===== config.mk =====
export PLATFORM = sky130hd
export DESIGN_NAME = min_tracking_stack_top
export DESIGN_NICKNAME = d
export VERILOG_FILES = /design/src/rtl/core/mts_pkg.sv /design/src/rtl/core/min_tracking_stack_top.sv /design/src/rtl/core/mts_ctrl.sv /design/src/rtl/core/mts_datapath.sv
export SDC_FILE = /design/constraint.sdc
export NUM_CORES = 2
export LEC_CHECK = 0
export BUFFER_PORTS_ARGS = -buffer_cell sky130_fd_sc_hd__buf_2
export CORE_AREA = 2 2 769 771
export DETAILED_ROUTE_END_ITERATION = 10
export DIE_AREA = 0 0 771 773
export HOLD_SLACK_MARGIN = 0.12
export PLACE_DENSITY_LB_ADDON = 0.08
export SLEW_MARGIN = 20
export SYNTH_ARGS = -nofsm -noshare
export SYNTH_HDL_FRONTEND = slang
export SYNTH_SLANG_ARGS = --single-unit
export TNS_END_PERCENT = 20

===== constraint.sdc =====
create_clock -name clk -period 7.2 [get_ports clk]
set_clock_uncertainty 0.15 [all_clocks]
set_input_delay 2.16 -clock clk [delete_from_list [all_inputs] [get_ports clk]]
set_output_delay 2.16 -clock clk [all_outputs]
set_load 0.02 [all_outputs]

===== src/rtl/core/mts_pkg.sv =====
// ---------------------------------------------------------------------------
// mts_pkg
// Constants, codes and controller/datapath link types for the min stack.
// ---------------------------------------------------------------------------
package mts_pkg;

  localparam int STACK_DEPTH = 64;
  localparam int ADDR_W      = $clog2(STACK_DEPTH);
  localparam int CNT_W       = $clog2(STACK_DEPTH + 1);
  localparam int DATA_W      = 32;

  localparam logic KIND_PUSH = 1'b0;
  localparam logic KIND_POP  = 1'b1;

  localparam logic [1:0] STATUS_OK        = 2'd0;
  localparam logic [1:0] STATUS_OVERFLOW  = 2'd1;
  localparam logic [1:0] STATUS_UNDERFLOW = 2'd2;

  // Commands from the controller to the datapath.
  typedef struct packed {
    logic capture;  // latch the operation
    logic exec;     // perform push or pop
    logic load;     // refill cached tops from memory read data
    logic report;   // register the result fields
  } dp_cmd_t;

  // Status from the datapath to the controller.
  typedef struct packed {
    logic op_pop;
  } dp_stat_t;

endpackage


===== src/rtl/core/min_tracking_stack_top.sv =====
// ---------------------------------------------------------------------------
// min_tracking_stack_top
// Signed 32-bit LIFO stack that reports its running minimum.
// ---------------------------------------------------------------------------
// Usage:
//   Command channel: drive kind (0 push, 1 pop) and push_value with start
//   high; the transfer happens on a rising edge with start high and busy
//   low. busy stays high until the result is presented.
//   Result channel: done pulses for exactly one cycle with top_value,
//   min_value, is_empty and status valid in that cycle. The receiver
//   cannot stall, so each result must be taken in its done cycle.
//   After its transfer edge a push steps through the execute and report
//   states, and done rises when report ends; a pop also steps through the
//   load state between the two. The load state applies the registered read
//   of the value and minimum stores to the cached tops. A new command can
//   be taken in the done cycle, but not before it.
//   Push on a full stack returns status overflow and changes nothing;
//   pop on an empty stack returns status underflow and changes nothing.
//   Reset (rst, synchronous, active high) empties both stacks, drops any
//   operation in flight and clears busy and done. Store contents are not
//   cleared; only entries below the counts affect the results.
// ---------------------------------------------------------------------------
module min_tracking_stack_top (
  input  logic                              clk,
  input  logic                              rst,
  input  logic                              start,
  output logic                              busy,
  input  logic                              kind,
  input  logic signed [mts_pkg::DATA_W-1:0] push_value,
  output logic                              done,
  output logic signed [mts_pkg::DATA_W-1:0] top_value,
  output logic signed [mts_pkg::DATA_W-1:0] min_value,
  output logic                              is_empty,
  output logic [1:0]                        status
);
  import mts_pkg::*;

  dp_cmd_t  cmd;
  dp_stat_t stat;

  // Sequence each operation.
  mts_ctrl u_ctrl (
    .clk   (clk),
    .rst   (rst),
    .start (start),
    .stat  (stat),
    .cmd   (cmd),
    .busy  (busy),
    .done  (done)
  );

  // Hold the stacks and register the result fields.
  mts_datapath u_datapath (
    .clk        (clk),
    .rst        (rst),
    .cmd        (cmd),
    .stat       (stat),
    .kind       (kind),
    .push_value (push_value),
    .top_value  (top_value),
    .min_value  (min_value),
    .is_empty   (is_empty),
    .status     (status)
  );

endmodule


===== src/rtl/core/mts_ctrl.sv =====
// ---------------------------------------------------------------------------
// mts_ctrl
// Sequencer for one stack operation: capture, execute, refill (pops only), report.
// ---------------------------------------------------------------------------
module mts_ctrl (
  input  logic             clk,
  input  logic             rst,
  input  logic             start,
  input  mts_pkg::dp_stat_t stat,
  output mts_pkg::dp_cmd_t cmd,
  output logic             busy,
  output logic             done
);
  import mts_pkg::*;

  typedef enum logic [1:0] {
    ST_IDLE,
    ST_EXEC,
    ST_LOAD,
    ST_REPORT
  } state_t;

  state_t state;
  state_t state_next;

  always_comb begin
    cmd         = '0;
    state_next  = state;
    case (state)
      ST_IDLE: begin
        if (start && !busy) begin
          cmd.capture = 1'b1;
          state_next  = ST_EXEC;
        end
      end
      ST_EXEC: begin
        cmd.exec   = 1'b1;
        state_next = stat.op_pop ? ST_LOAD : ST_REPORT;
      end
      ST_LOAD: begin
        cmd.load   = 1'b1;
        state_next = ST_REPORT;
      end
      ST_REPORT: begin
        cmd.report = 1'b1;
        state_next = ST_IDLE;
      end
      default: begin
        state_next = ST_IDLE;
      end
    endcase
  end

  always_ff @(posedge clk) begin
    if (rst) begin
      state <= ST_IDLE;
      busy  <= 1'b0;
      done  <= 1'b0;
    end else begin
      state <= state_next;
      busy  <= (state_next != ST_IDLE);
      done  <= cmd.report;
    end
  end

endmodule


===== src/rtl/core/mts_datapath.sv =====
// ---------------------------------------------------------------------------
// mts_datapath
// Value and minimum stores, counts, cached tops and result registers.
// ---------------------------------------------------------------------------
module mts_datapath (
  input  logic                              clk,
  input  logic                              rst,
  input  mts_pkg::dp_cmd_t                  cmd,
  output mts_pkg::dp_stat_t                 stat,
  input  logic                              kind,
  input  logic signed [mts_pkg::DATA_W-1:0] push_value,
  output logic signed [mts_pkg::DATA_W-1:0] top_value,
  output logic signed [mts_pkg::DATA_W-1:0] min_value,
  output logic                              is_empty,
  output logic [1:0]                        status
);
  import mts_pkg::*;

  localparam logic [CNT_W-1:0] DEPTH_CNT = CNT_W'(STACK_DEPTH);
  localparam logic [CNT_W-1:0] ONE_CNT   = CNT_W'(1);
  localparam logic [CNT_W-1:0] TWO_CNT   = CNT_W'(2);

  logic signed [DATA_W-1:0] value_mem [STACK_DEPTH];
  logic signed [DATA_W-1:0] min_mem   [STACK_DEPTH];

  logic                     op_kind;
  logic signed [DATA_W-1:0] op_value;
  logic [CNT_W-1:0]         value_count;
  logic [CNT_W-1:0]         min_count;
  logic signed [DATA_W-1:0] top_reg;
  logic signed [DATA_W-1:0] min_top;
  logic [1:0]               status_reg;
  logic signed [DATA_W-1:0] rd_value;
  logic signed [DATA_W-1:0] rd_min;

  logic             is_full;
  logic             is_zero;
  logic             do_push;
  logic             push_min;
  logic             do_pop;
  logic             pop_min;
  logic [CNT_W-1:0] value_rd_cnt;
  logic [CNT_W-1:0] min_rd_cnt;

  assign stat.op_pop = (op_kind == KIND_POP);

  assign is_full  = (value_count == DEPTH_CNT);
  assign is_zero  = (value_count == '0);
  assign do_push  = cmd.exec && (op_kind == KIND_PUSH) && !is_full;
  assign push_min = do_push && (min_count != DEPTH_CNT)
                    && ((min_count == '0) || (op_value <= min_top));
  assign do_pop   = cmd.exec && (op_kind == KIND_POP) && !is_zero;
  assign pop_min  = do_pop && (min_count != '0) && (top_reg == min_top);

  // Address of the new tops after a pop.
  assign value_rd_cnt = value_count - TWO_CNT;
  assign min_rd_cnt   = pop_min ? (min_count - TWO_CNT) : (min_count - ONE_CNT);

  always_ff @(posedge clk) begin
    if (do_push) begin
      value_mem[value_count[ADDR_W-1:0]] <= op_value;
    end
    if (push_min) begin
      min_mem[min_count[ADDR_W-1:0]] <= op_value;
    end
    rd_value <= value_mem[value_rd_cnt[ADDR_W-1:0]];
    rd_min   <= min_mem[min_rd_cnt[ADDR_W-1:0]];
  end

  always_ff @(posedge clk) begin
    if (rst) begin
      value_count <= '0;
      min_count   <= '0;
    end else begin
      if (do_push) begin
        value_count <= value_count + ONE_CNT;
      end else if (do_pop) begin
        value_count <= value_count - ONE_CNT;
      end
      if (push_min) begin
        min_count <= min_count + ONE_CNT;
      end else if (pop_min) begin
        min_count <= min_count - ONE_CNT;
      end
    end
  end

  always_ff @(posedge clk) begin
    if (cmd.capture) begin
      op_kind  <= kind;
      op_value <= push_value;
    end
    if (cmd.exec) begin
      if (op_kind == KIND_PUSH) begin
        status_reg <= is_full ? STATUS_OVERFLOW : STATUS_OK;
      end else begin
        status_reg <= is_zero ? STATUS_UNDERFLOW : STATUS_OK;
      end
    end
    if (do_push) begin
      top_reg <= op_value;
    end
    if (push_min) begin
      min_top <= op_value;
    end
    if (cmd.load) begin
      top_reg <= rd_value;
      min_top <= rd_min;
    end
    if (cmd.report) begin
      top_value <= is_zero ? '0 : top_reg;
      min_value <= (is_zero || (min_count == '0)) ? '0 : min_top;
      is_empty  <= is_zero;
      status    <= status_reg;
    end
  end

endmodule


After elaboration in Yosys (flattened, before gate mapping)
Memory sizes are Yosys's and may differ from the RTL's. A register that Yosys moved wholly into a read port is not among the register bits.
Cells that the tools add are included.
{ "totals": {"ff_bits": 184, "ram_bits": 4096, "input_bits": 36, "output_inout_bits": 69, "word_cells": 77, "memories": 2} }
{ "memory_table": {"columns": ["memory", "depth", "width", "rd", "rd_clocked_by_memory_dff", "write_ports", "line", "text"], "rows": [
  ["u_datapath.min_mem", 64, 32, 1, 1, 1, "mts_datapath.sv:24", "logic signed [DATA_W-1:0] min_mem [STACK_DEPTH];"],
  ["u_datapath.value_mem", 64, 32, 1, 1, 1, "mts_datapath.sv:23", "logic signed [DATA_W-1:0] value_mem [STACK_DEPTH];"]
]} }
{ "op_classes": {"n_addsub": 6, "n_lt_le_gt_ge": 1, "n_eq_ne": 6, "muxes": 24, "bitwise": 1, "reduce_logical": 23} }
{ "ops": {"columns": ["cell", "count"], "rows": [
  ["$mux 32", 4],
  ["$eq 32x32->1", 1],
  ["$le 32x32->1", 1],
  ["$mux 7", 4],
  ["$add 7x1->7 const B", 2],
  ["$logic_not 7->1", 2],
  ["$sub 7x1->7 const B", 2],
  ["$sub 6x2->6 const B", 2],
  ["$mux 1", 11],
  ["$reduce_bool 2->1", 5],
  ["$logic_and 1x1->1", 9],
  ["$pmux 2 s4", 1],
  ["$eq 7x7->1 const B", 1],
  ["$ne 7x7->1 const B", 1],
  ["$reduce_bool 7->1", 1],
  ["$mux 2", 3],
  ["$mux 6", 1],
  ["$eq 2x2->1 const B", 2],
  ["$logic_not 1->1", 3],
  ["$eq 2x1->1 const B", 1],
  ["$logic_not 2->1", 1],
  ["$logic_or 1x1->1", 2],
  ["$not 1->1", 1]
]} }

Depth between registers and ports, before layout
{ "logic_depth": {"ltp_word": 8, "ltp_mapped": 21, "ltp_nobuf": 14} }

By module
From an unflattened synthesis, not the netlist that was laid out.
{ "hier_totals": {"cells_unflattened": 9430, "hier_area_um2": 172475.4} }
{ "modules_own_cells": {"columns": ["mod", "instances", "cells_per_inst", "area_per_inst_um2", "seq_area_each_um2"], "rows": [
  ["mts_datapath", 1, 9408, 172247.7, 129544.2],
  ["mts_ctrl", 1, 22, 227.7, 80.1]
]} }

Worst setup path before layout
No wires, ideal clock.
{ "synth_timing": {"path_type": "reg-to-reg", "startpoint": "register u_datapath.op_value[1]", "endpoint": "memory u_datapath.min_mem[17][0] (enable)", "setup_ps": 425, "t_arrival_ps": 5578, "required_ps": 6625, "slack_ps": 1047, "path_stages_with_launch": 13, "cell_sequence": "edfxtp_1 ha_1 nor2b_1 o21a_1 o21ai_0 a21oi_1 o31a_1 o21ai_0 and4_1 nor4_1 nor2_1 nand3_1 nor2b_1"} }
{ "synth_between": {"elab_chain_len": 5} }
{ "synth_lines": {"columns": ["element", "line", "text"], "rows": [
  ["start, declared", "mts_datapath.sv:27", "logic signed [DATA_W-1:0] op_value;"],
  ["start signal, assigned", "mts_datapath.sv:91", "op_value <= push_value;"],
  ["$le 32x32->1", "mts_datapath.sv:51", "&& ((min_count == '0) || (op_value <= min_top));"],
  ["$logic_or 1x1->1", "mts_datapath.sv:51", null],
  ["$logic_and 1x1->1", "mts_datapath.sv:51", null],
  ["$mux 1", "mts_datapath.sv:63", "if (push_min) begin"],
  ["$mux 1 (not written as such)", "mts_datapath.sv:64", "min_mem[min_count[ADDR_W-1:0]] <= op_value;"],
  ["end, declared", "mts_datapath.sv:24", null]
]} }
Every way passes these cells.

Final worst setup path
{ "layout_timing": {"startpoint": "register u_ctrl.state[1]", "endpoint": "register u_datapath.rd_min[24], read port of u_datapath.min_mem"} }
{ "layout_between": {"elab_chain_len": 7} }
{ "layout_lines": {"columns": ["element", "line", "text"], "rows": [
  ["start, declared", "mts_ctrl.sv:23", "state_t state;"],
  ["start signal, assigned", "mts_ctrl.sv:60", "state <= state_next;"],
  ["$eq 2x1->1", "mts_ctrl.sv:29", "case (state)"],
  ["$mux 1", "mts_ctrl.sv:29", null],
  ["$logic_and 1x1->1 (2 in a row)", "mts_datapath.sv:52", "assign do_pop = cmd.exec && (op_kind == KIND_POP) && !is_zero;"],
  ["$logic_and 1x1->1 (2 in a row)", "mts_datapath.sv:53", "assign pop_min = do_pop && (min_count != '0) && (top_reg == min_top);"],
  ["$mux 6", "mts_datapath.sv:57", "assign min_rd_cnt = pop_min ? (min_count - TWO_CNT) : (min_count - ONE_CNT);"],
  ["end, declared", "mts_datapath.sv:34", "logic signed [DATA_W-1:0] rd_min;"]
]} }
Every way passes these cells.
A chain may end at the register's enable or synchronous reset.

==> results.txt <==
The number of gates resized after CTS was 0. The root buffer selected by CTS is clkbuf_16. The delay of the slowest cell on the worst path is 830 ps.

The worst setup path is of the flop to flop kind. Walking the worst path, the cells encountered are inv_1 > ha_1 > nand2_1 > a2111oi_0 > and4_1 > nand4_1 > o2111ai_1 > o211ai_4 > buf_4 > nor2_1 > buf_4 > o21ai_0 > and4_1 > a211oi_1. The instance area at placement is 189000 µm².

The number of distinct library cells after synthesis came out at 87. The final number of setup-violating endpoints is 0. The internal reg-to-reg setup slack came out at 540 ps.

The port buffer count is 104. The TritonCTS sink count is 4344. The number of enable flip-flop cells after synthesis came out at about 4300. The design internal power came out at 51100 µW.

Summing over every cut layer, the via total after detailed routing is between 100k and 150k. The post-route cell area is 205000 µm². The maximum buffer depth of the clock tree is 4. The transition time at the pin with the least slew margin came out at about 1200 ps. The share of the clock period used by the worst path came out at 92.5%. The top-level I/O count came out at 105.

The worst-case vdd ir drop is 0.344 mV. The count of routing violations after the opening detailed-route iteration is approximately 12000. The library cell occupying the most area in the post-synthesis netlist is edfxtp_1. The core region is approximately 600000 µm². Hold timing on the final database bottoms out at a slack of 349 ps.

The number of setup buffers added after CTS is 0. The most critical setup path has its startpoint at u_ctrl.state[1]. After the last flow step, the layout net total stands at 10200.

The global-route wire length before repair came out at 905000 µm. The kind of cell with the highest combined delay along the critical path is simple AND/OR/NAND/NOR gates. The sequential fraction of design power is 39.1%.

Max-cap violations in this run came to 0. The overall routing resource usage is 21.9%. The part of the total power dissipated in combinational logic is 29.8%. The level count of the clock H-tree is 5.

Together, buffers and inverters on the worst path number 3. The register area share after synthesis is 73.8%. The half-perimeter wire length of the detailed placement result came out at 397000 µm. The fraction of final layout cells sized beyond drive strength 1 came out at 24.3%. The placer's final routability congestion estimate is 0.886. The standby leakage power came out at approximately 0.062 µW. The worst setup path is launched from a flop. The smallest clock period supported by the final layout is computed as between 6000 and 7000 ps. The number of antenna violations at the first check in global routing came to 75. The top cell types in the final layout, fill and taps aside, are edfxtp_1 (4262), mux4_2 (826), nand2_1 (791). The maximum number of pins on one net before global-route repair came out at 130. Data on the critical path is required at its endpoint by 7990 ps. The most instantiated flip-flop cell in the synthesis netlist is edfxtp_1.

The start of the worst register-to-register path is u_ctrl.state[1]. The post-detailed-route DRC marker count came out at 0. The die area came out at 596000 µm².

The number of global-route vias before repair was approximately 100k. The top cell type's share of synthesized area is 72.9%. The average wire per cell in the routed design came out at roughly 37 µm. The growth of design area from synthesis to finish came out at 16.7%. The slowest stage cell on the critical path is nor2_1. The flow ran to the end, and the final reports show no timing, DRC or antenna violations. The detailed-routing iteration count for the pre-antenna-repair pass is 6.

In this run, post-CTS hold repair placed 0 buffers. The relative slew slack came out at 17.2%. The final worst setup slack came out at 539 ps. The number of nets in the synthesized netlist came out at 9718.

Yosys attributes the largest share of cell area to edfxtp_1 (73%), mux4_2 (11%), nand2_1 (1.7%), mux2i_1 (1.6%), mux2_2 (1.2%). The worst setup path is captured at a flop. From bottom edge to top edge, the die measures 773 µm. The clock share of power is 31.2%. The count of endpoints failing hold in the final timing report came out at 0. The Yosys step of the flow raised 0 warnings. The power density relative to cell area is 384 nW/µm². The async set-or-reset flop fraction in the synthesized netlist came out at 0%. The total CTS buffers came out at approximately 480. In this run the most critical hold path is launched from u_datapath.status_reg[1]. The synthesized area divided by synthesized cell count came out at 18.2 µm².

The count of pins over their slew limit is 0. The horizontal extent of the die is 771 µm. The number of vias per cell after detailed routing came out at 5.46. The maximum operating frequency came out at between 0.15 and 0.2 GHz.

The number of instances in the synthesized netlist came out at 9626. The worst min-delay path class is flop to flop. The starting utilization of the core area is 29.9%. The data arrival time of the critical path is 7450 ps. The core utilization of the finished layout came out at 34.9%.

Setup repair after global routing left no endpoint under its margin. After synthesis the netlist holds a flip-flop and latch count of 4344. The total number of placement rows came out at 282. TritonCTS built the clock tree.

The aggregate global routing overflow came out at 0. The total net switching power came out at 27500 µW. The final layout contains routed wiring with a total length of 671000 µm. OpenSTA, run right after detailed placement, puts the worst setup slack at 896 ps. The latest clock arrival within the worst-skew pair came out at around 1100 ps. The leading cell type in the layout, fill and taps excluded is edfxtp_1. The largest fanout of any net on the critical path is 12. Net switching is a little over a third of the power. The clock transition time at the flip-flop clock pins of the worst setup and hold paths came out at 60 ps.

Summing every instance area after synthesis gives 176000 µm². The post-route antenna net violation count came out at 0.
[through the flow]
| step | std cells | setup TNS, ps | power [µW] |
|---|---|---|---|
| floorplan | 9626 | 0 | 42400 |
| global placement | 17400 | -33.4 | 55000 |
| detailed placement | 17400 | 0 | 55100 |
| CTS | 18300 | 0 | 79700 |
| global route | 18300 | 0 | 81100 |
| finish | 18300 | 0 | 78600 |
[Yosys cell counts (54+ instances only)]
| cell type | number |
|---|---|
| dfxtp_1 | 82 |
| nand2_1 | 803 |
| edfxtp_1 | 4262 |
| o22ai_1 | 296 |
| clkbuf_1 | 336 |
| o221ai_1 | 227 |
| mux2i_1 | 287 |
| nor2_1 | 323 |
| buf_2 | 174 |
| buf_1 | 112 |
| ha_1 | 55 |
| mux4_2 | 826 |
| nor2b_1 | 95 |
| mux2_2 | 181 |
| nor3_1 | 65 |
| a211oi_1 | 97 |
| a31oi_1 | 54 |
| and3_1 | 54 |
| a32oi_1 | 127 |
| o21ai_0 | 195 |
| a21oi_1 | 149 |
| nand3_1 | 133 |
[layer usage]
layer / vias to the layer above / GRT usage, % / part of all wire [%]
li1: 40900 / - / -
met1: 54400 / 29.8 / 42
met2: 3912 / 36.6 / 48
met3: 905 / 2.69 / 5.6
met4: 18 / 7.39 / 3.8
met5: - / 0 / 0.018
[power by group through the flow]
stage	Combinational, µW	Sequential [µW]	Clock, µW
after detailed placement	23800	31200	0
final	23400	30700	24500
after global routing	24400	30700	26000
after CTS	23900	30700	25100
after floorplan	10900	31500	0
after global placement	23700	31200	0
[worst register-to-register path: stages, from the launching register on]
cell and delay (ps):
dfxtp_1 400, inv_1 180, ha_1 320, nand2_1 260, a2111oi_0 780, and4_1 330, nand4_1 500, o2111ai_1 620
o211ai_4 260, buf_4 290, nor2_1 830, buf_4 340, o21ai_0 400, and4_1 580, a211oi_1 320
[kinds of logic (layout without fill, tap and decap cells)]
family,count (synthesis),in the layout,share of synthesized area (%)
AOI/OAI and AO/OA,1516,1516,6.23
xor gates and xnor gates,38,38,0.189
adders and majority gates,56,56,0.403
buffers and inverters,706,1560,1.72
DFF,4344,4344,73.8
muxes,1295,1295,13.4
other,0,47,0
and+or+nand+nor,1671,1671,4.28
[layout make-up]
class,instances,area [µm²]
fill,55300,383000
clock inverter,294,2800
sequential,4344,130000
antenna,47,118
clock buffer,593,12700
multi-input combinational,4576,44400
timing repair buffer,624,5370
tap,7810,9770
inverter,49,188
[worst paths after layout]
kind / depth (start not counted) / endpoint
max: 14 / u_datapath.rd_min[24]
min: 0 / u_datapath.status[1]
max reg2reg: 14 / u_datapath.rd_min[24]
min reg2reg: 0 / u_datapath.status[1]
No activity file was read; power rests on OpenSTA's default activity.
